`src/rtl/pic_instruction_decoder_top_defines.svh`:
```
// Assertion helpers shared by the decoder RTL.
// Both sample on clk and are off while arst_n is low.
`ifndef PIC_INSTRUCTION_DECODER_TOP_DEFINES_SVH
`define PIC_INSTRUCTION_DECODER_TOP_DEFINES_SVH

// Same-cycle implication
`define PICID_ASSERT_NOW(label, ante, cons, msg) \
	label: assert property (@(posedge clk) disable iff (!arst_n) (ante) |-> (cons)) \
		else $error(msg);

// Next-cycle implication
`define PICID_ASSERT_NEXT(label, ante, cons, msg) \
	label: assert property (@(posedge clk) disable iff (!arst_n) (ante) |=> (cons)) \
		else $error(msg);

`endif

```
`src/rtl/picid_pkg.sv`:
```
package picid_pkg;

	// Operand forms
	localparam logic [2:0] FORM_NONE = 3'd0;
	localparam logic [2:0] FORM_TRIS = 3'd1;
	localparam logic [2:0] FORM_FILE = 3'd2;
	localparam logic [2:0] FORM_FD   = 3'd3;
	localparam logic [2:0] FORM_FB   = 3'd4;
	localparam logic [2:0] FORM_LIT  = 3'd5;
	localparam logic [2:0] FORM_CALL = 3'd6;
	localparam logic [2:0] FORM_GOTO = 3'd7;

	// Flow flags of a table entry
	localparam logic [2:0] FL_NONE = 3'b000;
	localparam logic [2:0] FL_END  = 3'b100;
	localparam logic [2:0] FL_REF  = 3'b010;
	localparam logic [2:0] FL_CODE = 3'b001;

	// Mnemonic codes, in order of first appearance
	typedef enum logic [5:0] {
		MN_NOP, MN_OPTION, MN_SLEEP, MN_CLRWDT, MN_TRIS, MN_MOVWF, MN_CLRW,
		MN_CLRF, MN_SUBWF, MN_DECF, MN_IORWF, MN_ANDWF, MN_XORWF, MN_ADDWF,
		MN_MOVF, MN_COMF, MN_INCF, MN_DECFSZ, MN_RRF, MN_RLF, MN_SWAPF,
		MN_INCFSZ, MN_BCF, MN_BSF, MN_BTFSC, MN_BTFSS, MN_RETLW, MN_CALL,
		MN_GOTO, MN_MOVLW, MN_IORLW, MN_ANDLW, MN_XORLW, MN_RETURN, MN_RETFIE,
		MN_SUBLW, MN_ADDLW
	} mnem_t;

	typedef struct packed {
		logic [13:0] mask;
		logic [13:0] match;
		mnem_t       mnem;
		logic [2:0]  form;
		logic [2:0]  flags;
	} entry_t;

	typedef struct packed {
		logic [13:0] instr_word;
		logic [15:0] byte_address;
		logic        address_outside;
	} item_t;

	typedef struct packed {
		logic        is_valid;
		logic [5:0]  mnemonic;
		logic [2:0]  operand_form;
		logic [6:0]  file_register;
		logic        dest_bit;
		logic [2:0]  bit_number;
		logic [7:0]  literal;
		logic [15:0] ref_address;
		logic        ends_flow;
		logic        has_ref;
		logic        code_ref;
	} result_t;

	localparam int BASE_COUNT = 33;
	localparam int MID_COUNT  = 35;

	// 12-bit baseline table, searched first hit first
	localparam entry_t BASE_TAB [BASE_COUNT] = '{
		'{14'h0FFF, 14'h0000, MN_NOP,    FORM_NONE, FL_NONE},
		'{14'h0FFF, 14'h0002, MN_OPTION, FORM_NONE, FL_NONE},
		'{14'h0FFF, 14'h0003, MN_SLEEP,  FORM_NONE, FL_NONE},
		'{14'h0FFF, 14'h0004, MN_CLRWDT, FORM_NONE, FL_NONE},
		'{14'h0FF8, 14'h0000, MN_TRIS,   FORM_TRIS, FL_NONE},
		'{14'h0FE0, 14'h0020, MN_MOVWF,  FORM_FILE, FL_NONE},
		'{14'h0FFF, 14'h0040, MN_CLRW,   FORM_NONE, FL_NONE},
		'{14'h0FE0, 14'h0060, MN_CLRF,   FORM_FILE, FL_NONE},
		'{14'h0FC0, 14'h0080, MN_SUBWF,  FORM_FD,   FL_NONE},
		'{14'h0FC0, 14'h00C0, MN_DECF,   FORM_FD,   FL_NONE},
		'{14'h0FC0, 14'h0100, MN_IORWF,  FORM_FD,   FL_NONE},
		'{14'h0FC0, 14'h0140, MN_ANDWF,  FORM_FD,   FL_NONE},
		'{14'h0FC0, 14'h0180, MN_XORWF,  FORM_FD,   FL_NONE},
		'{14'h0FC0, 14'h01C0, MN_ADDWF,  FORM_FD,   FL_NONE},
		'{14'h0FC0, 14'h0200, MN_MOVF,   FORM_FD,   FL_NONE},
		'{14'h0FC0, 14'h0240, MN_COMF,   FORM_FD,   FL_NONE},
		'{14'h0FC0, 14'h0280, MN_INCF,   FORM_FD,   FL_NONE},
		'{14'h0FC0, 14'h02C0, MN_DECFSZ, FORM_FD,   FL_NONE},
		'{14'h0FC0, 14'h0300, MN_RRF,    FORM_FD,   FL_NONE},
		'{14'h0FC0, 14'h0340, MN_RLF,    FORM_FD,   FL_NONE},
		'{14'h0FC0, 14'h0380, MN_SWAPF,  FORM_FD,   FL_NONE},
		'{14'h0FC0, 14'h03C0, MN_INCFSZ, FORM_FD,   FL_NONE},
		'{14'h0F00, 14'h0400, MN_BCF,    FORM_FB,   FL_NONE},
		'{14'h0F00, 14'h0500, MN_BSF,    FORM_FB,   FL_NONE},
		'{14'h0F00, 14'h0600, MN_BTFSC,  FORM_FB,   FL_REF | FL_CODE},
		'{14'h0F00, 14'h0700, MN_BTFSS,  FORM_FB,   FL_REF | FL_CODE},
		'{14'h0F00, 14'h0800, MN_RETLW,  FORM_LIT,  FL_END},
		'{14'h0F00, 14'h0900, MN_CALL,   FORM_CALL, FL_REF | FL_CODE},
		'{14'h0E00, 14'h0A00, MN_GOTO,   FORM_GOTO, FL_END | FL_REF | FL_CODE},
		'{14'h0F00, 14'h0C00, MN_MOVLW,  FORM_LIT,  FL_NONE},
		'{14'h0F00, 14'h0D00, MN_IORLW,  FORM_LIT,  FL_NONE},
		'{14'h0F00, 14'h0E00, MN_ANDLW,  FORM_LIT,  FL_NONE},
		'{14'h0F00, 14'h0F00, MN_XORLW,  FORM_LIT,  FL_NONE}
	};

	// 14-bit midrange table, searched first hit first
	localparam entry_t MID_TAB [MID_COUNT] = '{
		'{14'h3F9F, 14'h0000, MN_NOP,    FORM_NONE, FL_NONE},
		'{14'h3FFF, 14'h0008, MN_RETURN, FORM_NONE, FL_END},
		'{14'h3FFF, 14'h0009, MN_RETFIE, FORM_NONE, FL_END},
		'{14'h3FFF, 14'h0063, MN_SLEEP,  FORM_NONE, FL_NONE},
		'{14'h3FFF, 14'h0064, MN_CLRWDT, FORM_NONE, FL_NONE},
		'{14'h3F80, 14'h0080, MN_MOVWF,  FORM_FILE, FL_NONE},
		'{14'h3F80, 14'h0100, MN_CLRW,   FORM_NONE, FL_NONE},
		'{14'h3F80, 14'h0180, MN_CLRF,   FORM_FILE, FL_NONE},
		'{14'h3F00, 14'h0200, MN_SUBWF,  FORM_FD,   FL_NONE},
		'{14'h3F00, 14'h0300, MN_DECF,   FORM_FD,   FL_NONE},
		'{14'h3F00, 14'h0400, MN_IORWF,  FORM_FD,   FL_NONE},
		'{14'h3F00, 14'h0500, MN_ANDWF,  FORM_FD,   FL_NONE},
		'{14'h3F00, 14'h0600, MN_XORWF,  FORM_FD,   FL_NONE},
		'{14'h3F00, 14'h0700, MN_ADDWF,  FORM_FD,   FL_NONE},
		'{14'h3F00, 14'h0800, MN_MOVF,   FORM_FD,   FL_NONE},
		'{14'h3F00, 14'h0900, MN_COMF,   FORM_FD,   FL_NONE},
		'{14'h3F00, 14'h0A00, MN_INCF,   FORM_FD,   FL_NONE},
		'{14'h3F00, 14'h0B00, MN_DECFSZ, FORM_FD,   FL_NONE},
		'{14'h3F00, 14'h0C00, MN_RRF,    FORM_FD,   FL_NONE},
		'{14'h3F00, 14'h0D00, MN_RLF,    FORM_FD,   FL_NONE},
		'{14'h3F00, 14'h0E00, MN_SWAPF,  FORM_FD,   FL_NONE},
		'{14'h3F00, 14'h0F00, MN_INCFSZ, FORM_FD,   FL_NONE},
		'{14'h3C00, 14'h1000, MN_BCF,    FORM_FB,   FL_NONE},
		'{14'h3C00, 14'h1400, MN_BSF,    FORM_FB,   FL_NONE},
		'{14'h3C00, 14'h1800, MN_BTFSC,  FORM_FB,   FL_NONE},
		'{14'h3C00, 14'h1C00, MN_BTFSS,  FORM_FB,   FL_NONE},
		'{14'h3800, 14'h2000, MN_CALL,   FORM_CALL, FL_REF | FL_CODE},
		'{14'h3800, 14'h2800, MN_GOTO,   FORM_GOTO, FL_END | FL_REF | FL_CODE},
		'{14'h3C00, 14'h3000, MN_MOVLW,  FORM_LIT,  FL_NONE},
		'{14'h3C00, 14'h3400, MN_RETLW,  FORM_LIT,  FL_END},
		'{14'h3F00, 14'h3800, MN_IORLW,  FORM_LIT,  FL_NONE},
		'{14'h3F00, 14'h3900, MN_ANDLW,  FORM_LIT,  FL_NONE},
		'{14'h3F00, 14'h3A00, MN_XORLW,  FORM_LIT,  FL_NONE},
		'{14'h3E00, 14'h3C00, MN_SUBLW,  FORM_LIT,  FL_NONE},
		'{14'h3E00, 14'h3E00, MN_ADDLW,  FORM_LIT,  FL_NONE}
	};

endpackage

```
`src/rtl/picid_decode.sv`:
```
module picid_decode (
	input  logic              mid,
	input  picid_pkg::item_t   item,
	output picid_pkg::result_t result
);

	logic [13:0]       w;
	logic              base_hit;
	logic              mid_hit;
	picid_pkg::entry_t base_sel;
	picid_pkg::entry_t mid_sel;
	logic              hit;
	picid_pkg::entry_t sel;
	logic [6:0]        fr;
	logic              dbit;
	logic [2:0]        bnum;

	assign w = item.instr_word;

	// First-hit search: scan from the back so the earliest match wins
	always_comb begin
		base_hit = 1'b0;
		base_sel = '0;
		for (int i = picid_pkg::BASE_COUNT - 1; i >= 0; i--) begin
			if ((w & picid_pkg::BASE_TAB[i].mask) == picid_pkg::BASE_TAB[i].match) begin
				base_hit = 1'b1;
				base_sel = picid_pkg::BASE_TAB[i];
			end
		end
	end

	always_comb begin
		mid_hit = 1'b0;
		mid_sel = '0;
		for (int i = picid_pkg::MID_COUNT - 1; i >= 0; i--) begin
			if ((w & picid_pkg::MID_TAB[i].mask) == picid_pkg::MID_TAB[i].match) begin
				mid_hit = 1'b1;
				mid_sel = picid_pkg::MID_TAB[i];
			end
		end
	end

	assign hit = mid ? mid_hit : base_hit;
	assign sel = mid ? mid_sel : base_sel;

	// Field positions differ by core
	assign fr   = mid ? w[6:0] : {2'b00, w[4:0]};
	assign dbit = mid ? w[7] : w[5];
	assign bnum = mid ? w[9:7] : w[7:5];

	// Operand extraction by form; invalid items give all zeros
	always_comb begin
		result = '0;
		if (hit && !item.address_outside) begin
			result.is_valid     = 1'b1;
			result.mnemonic     = sel.mnem;
			result.operand_form = sel.form;
			result.ends_flow    = (sel.flags & picid_pkg::FL_END) != 3'b000;
			result.has_ref      = (sel.flags & picid_pkg::FL_REF) != 3'b000;
			result.code_ref     = (sel.flags & picid_pkg::FL_CODE) != 3'b000;
			case (sel.form)
				picid_pkg::FORM_TRIS: begin
					result.literal = {5'b00000, w[2:0]};
				end
				picid_pkg::FORM_FILE: begin
					result.file_register = fr;
				end
				picid_pkg::FORM_FD: begin
					result.file_register = fr;
					result.dest_bit      = dbit;
				end
				picid_pkg::FORM_FB: begin
					result.file_register = fr;
					result.bit_number    = bnum;
					// skip target, wraps at 16 bits
					if ((sel.flags & picid_pkg::FL_REF) != 3'b000) begin
						result.ref_address = item.byte_address + 16'd4;
					end
				end
				picid_pkg::FORM_LIT: begin
					result.literal = w[7:0];
				end
				picid_pkg::FORM_CALL: begin
					result.ref_address = mid ? {4'b0000, w[10:0], 1'b0}
						: {7'b0000000, w[7:0], 1'b0};
				end
				picid_pkg::FORM_GOTO: begin
					result.ref_address = mid ? {4'b0000, w[10:0], 1'b0}
						: {6'b000000, w[8:0], 1'b0};
				end
				default: begin
				end
			endcase
		end
	end

endmodule

```
`src/rtl/pic_instruction_decoder_top.sv`:
```
// Channel   | Ports                    | Handshake
// ----------+--------------------------+------------------------------------
// item in   | start, busy, item        | taken when start=1 and busy=0
// result    | done, result             | one cycle, strobed by done
// config    | cfg_we, cfg_data         | written when cfg_we=1
//
// One item per cycle; busy is always low.
// Path: input register, table match and field extraction,
// then the result register that drives done and result.
// arst_n clears the pipeline valid bits and selects the baseline core.
// The receiver cannot stall; every result is shown for exactly one cycle.
`include "pic_instruction_decoder_top_defines.svh"

module pic_instruction_decoder_top (
	input  logic               clk,
	input  logic               arst_n,
	input  logic               start,
	output logic               busy,
	input  picid_pkg::item_t   item,
	output logic               done,
	output picid_pkg::result_t result,
	input  logic               cfg_we,
	input  logic               cfg_data
);

	logic               core_variant_q;
	logic               valid_s1;
	picid_pkg::item_t   item_s1;
	logic               valid_s2;
	picid_pkg::result_t result_s2;
	picid_pkg::result_t dec_result;

	assign busy = 1'b0;

	// Core select register
	always_ff @(posedge clk or negedge arst_n) begin
		if (!arst_n) begin
			core_variant_q <= 1'b0;
		end else if (cfg_we) begin
			core_variant_q <= cfg_data;
		end
	end

	// Input stage
	always_ff @(posedge clk or negedge arst_n) begin
		if (!arst_n) begin
			valid_s1 <= 1'b0;
		end else begin
			valid_s1 <= start && !busy;
		end
	end

	always_ff @(posedge clk) begin
		if (start && !busy) begin
			item_s1 <= item;
		end
	end

	picid_decode u_decode (
		.mid    (core_variant_q),
		.item   (item_s1),
		.result (dec_result)
	);

	// Result stage
	always_ff @(posedge clk or negedge arst_n) begin
		if (!arst_n) begin
			valid_s2 <= 1'b0;
		end else begin
			valid_s2 <= valid_s1;
		end
	end

	always_ff @(posedge clk) begin
		if (valid_s1) begin
			result_s2 <= dec_result;
		end
	end

	assign done   = valid_s2;
	assign result = result_s2;

	`PICID_ASSERT_NEXT(a_item_enters, start && !busy, valid_s1, "accepted item did not enter stage 1")
	`PICID_ASSERT_NOW(a_invalid_zero, done && !result.is_valid, result == '0, "invalid result not cleared")
	`PICID_ASSERT_NOW(a_ref_code, done && result.has_ref, result.code_ref && result.is_valid, "reference without code flag")
	`PICID_ASSERT_NOW(a_no_ref_zero, done && !result.has_ref, result.ref_address == 16'd0, "stray reference address")

endmodule
```
`config.mk`:
```
export PLATFORM = sky130hd
export DESIGN_NAME = pic_instruction_decoder_top
export DESIGN_NICKNAME = d
export VERILOG_FILES = /design/src/rtl/picid_pkg.sv /design/src/rtl/picid_decode.sv /design/src/rtl/pic_instruction_decoder_top.sv
export VERILOG_INCLUDE_DIRS = /design/src /design/src/rtl
export SDC_FILE = /design/constraint.sdc
export NUM_CORES = 1
export LEC_CHECK = 0
export BUFFER_PORTS_ARGS = -buffer_cell sky130_fd_sc_hd__buf_2
export CELL_PAD_IN_SITES_DETAIL_PLACEMENT = 1
export CELL_PAD_IN_SITES_GLOBAL_PLACEMENT = 1
export CORE_AREA = 2 2 125 96
export DETAILED_ROUTE_END_ITERATION = 10
export DIE_AREA = 0 0 127 98
export PLACE_DENSITY = 0.79
export SLEW_MARGIN = 10
export SYNTH_ARGS = -nofsm -noshare
export SYNTH_HDL_FRONTEND = slang
export SYNTH_SLANG_ARGS = --single-unit
```
`constraint.sdc`:
```
create_clock -name clk -period 2.3 [get_ports clk]
set_clock_uncertainty 0.15 [all_clocks]
set_input_delay 0.46 -clock clk [delete_from_list [all_inputs] [get_ports clk]]
set_output_delay 0.46 -clock clk [all_outputs]
set_load 0.05 [all_outputs]
```
==> qor.yml <==
outcome: "finished with violations"
violations: "negative setup slack"
drc: 0
hold_end: "item_s1[25]$_DFFE_PP_"
cts_tree: "built"
r2r-start: "item_s1[25]$_DFFE_PP_"
synth.avg_cell_area_um2: 11.6
yosysSeqAreaShare: 0.563
finalCritPeriodShare: 1.07
die-area_um2: 12400
total_power_mw: 4.42
p_per_area_nw_per_um2: 743
overflow: 0
synth_ff_type: "edfxtp_1"
portBuffers: 84
worstMarginPinSlew_ns: 0.712
fp.dieH_um: 98
grt_pass1_vias: 3865
h-tree-depth: 3
fin_crit_ns: 2.47
hp-start: "item[25]"
reg2reg_setup_slack_ns: -0.17
wl_per_cell_um: 20.7
diodes: 0
arrival_ns: 2.48
drt_iter0_drc: 306
timing.fmax_ghz: 0.405
ios: 86
relSlewSlack: 0.525
synth_fp_nets: 408
fill_cells: 1217
rr_worst_depth: 6
num_vias: 3665
wirelength_um: 13600
cts_sinks: 81
yosysMostFrequentCell: "edfxtp_1"
tns_ns: -3.01
drive_gt1_frac: 0.476
drv_cap: 0
synthArstFlopShare: 0.0370
cp-start-kind: "flip-flop"
final_hold_viol_count: 0
syn_inst: 371
antenna_found_initial: 0
stdcell_count: 659
ant_nets: 0
synth_top_area_frac: 0.546
fin_util: 0.526
grtUsageTotal: 0.220
cts_made_buffers: 9
via_per_inst: 5.56
required_ns: 2.32
setup_viol: 29
synth_area_leaders: "edfxtp_1, nor2_1, nand2_1, xor2_1, a21oi_1"
path_max_fanout: 15
die_x_um: 127
synthDistinctLibCells: 78
synth-edff-count: 78
dr.pass1.iters: 5
cellLeakagePower_nw: 2.33
endpoint_kind: "flip-flop"
cts_root_buf: "clkbuf_16"
reg2reg_to: "result[30]$_SDFFCE_PN0P_"
final.setup.worst_slack_ns: -0.167
drv_slew: 0
setup.worst_path.class: "flip-flop to flip-flop"
grt_pass1_wl_um: 20900
syn_area_um2: 4290
hp-class: "input port to flip-flop"
core-area_um2: 11300
netlist_top_cells_count: "edfxtp_1, nor2_1, nand2_1, clkbuf_1, a21oi_1"
path_clk_slew_ns: 0.06
num_rows: 34
yosysTopAreaCell: "edfxtp_1"
synth_seq_cells: 81
clock_path_buffers: 2
vdd_drop_max_mv: 0.536
grt_max_degree: 46
nets: 547
post-dp-hpwl_um: 9920
min_path_cells: 1
rsz0062_at_grt: "true"
place.gp.congestion: 0.906
clk_latency_ns: 0.33
place_inst: 635
ys.warnings.count: 0
start_util: 0.379
syn2layout_area_growth_pct: 38.7
how the worst max path moves through the flow:
stage	from	to	slack [ns]	cells past startpoint
6_report	item_s1[25]$_DFFE_PP_	result[30]$_SDFFCE_PN0P_	-0.17	6
4_1_cts	item_s1[27]$_DFFE_PP_	result[30]$_SDFFCE_PN0P_	-0.18	6
3_3_place_gp	item_s1[24]$_DFFE_PP_	result[23]$_SDFFCE_PN0P_	-0.12	7
2_1_floorplan	item_s1[26]$_DFFE_PP_	result[36]$_SDFFCE_PN0P_	-0.07	8
5_1_grt	item_s1[25]$_DFFE_PP_	result[21]$_SDFFCE_PN0P_	-0.23	6
3_5_place_dp	item_s1[26]$_DFFE_PP_	result[21]$_SDFFCE_PN0P_	-0.23	6
area by class of cell:
| class | instances | area [um2] | share of cell area |
|---|---|---|---|
| repair buffers | 160 | 1110 | 0.186 |
| flip-flops and latches | 81 | 2420 | 0.406 |
| multi-input cells | 248 | 1910 | 0.320 |
| clock buffers | 12 | 236 | 0.0397 |
| inverters | 10 | 37.5 | 0.00630 |
| well taps | 144 | 180 | 0.0303 |
| clock inverters | 4 | 67.6 | 0.0113 |
cell families after synthesis:
| family | share of synthesized area |
|---|---|
| AND/OR/NAND/NOR | 0.196 |
| AO/OA/AOI/OAI | 0.152 |
| flip-flops | 0.563 |
| buffers and inverters | 0.0460 |
| XOR/XNOR | 0.0245 |
| multiplexers | 0.0149 |
| adder cells (fa/ha/maj) | 0.00291 |
| other | 0.000874 |
registers in the layout (all words and copies together), names as in the netlist:
name,cells
result,47
item_s1,31
core_variant_q,1
done,1
valid_s1,1
through the flow:
step / hold WS (ns) / instance area, um2 / worst slack, ns
after CTS: 0.137 / 5830 / -0.177
after floorplan: 0.0144 / 4300 / -0.0747
after global routing: 0.129 / 5960 / -0.234
final: 0.148 / 5960 / -0.167
after global placement: 0.107 / 5340 / -0.120
after detailed placement: 0.112 / 5340 / -0.234
repair_timing:
item,in CTS,in global routing
resized for setup,27,26
hold endpoints to repair,3,0
pin swaps,7,6
setup buffers,5,2
endpoints found under the setup margin,46,46
hold buffers,1,0
where the power goes:
part / switching [mW] / internal (mW) / total, mW
clock: 0.539 / 0.944 / 1.48
combinational: 0.713 / 0.411 / 1.12
sequential: 0.0678 / 1.75 / 1.81
cell usage in the layout (no fill, tap or decap), types with 6 or more instances in the layout:
cell type	instances
a21oi_1	12
a21oi_2	8
buf_12	8
buf_2	84
buf_4	63
clkbuf_16	9
edfxtp_1	78
inv_1	9
nand2_1	24
nand2b_1	7
nand3_1	9
nor2_1	18
nor2_2	7
nor2b_1	6
nor3_2	8
nor3b_2	6
o21ai_0	11
o21ai_2	7
xor2_1	10
layer usage:
| metal | wire length [um] | up-vias | GRT usage |
|---|---|---|---|
| met2 | 6650 | 164 | 0.365 |
| met4 | 207 | 0 | 0.0719 |
| li1 | - | 1690 | - |
| met3 | 917 | 16 | 0.0510 |
| met5 | 0 | - | 0 |
| met1 | 5860 | 1795 | 0.287 |
critical path: stages (launching register included):
cell	delay, ns
edfxtp_1	0.40
or4_4	0.64
nor4b_4	0.34
a32o_1	0.23
o21ai_2	0.10
buf_12	0.19
nor4_4	0.25
Power figures use the tool's default switching activity.
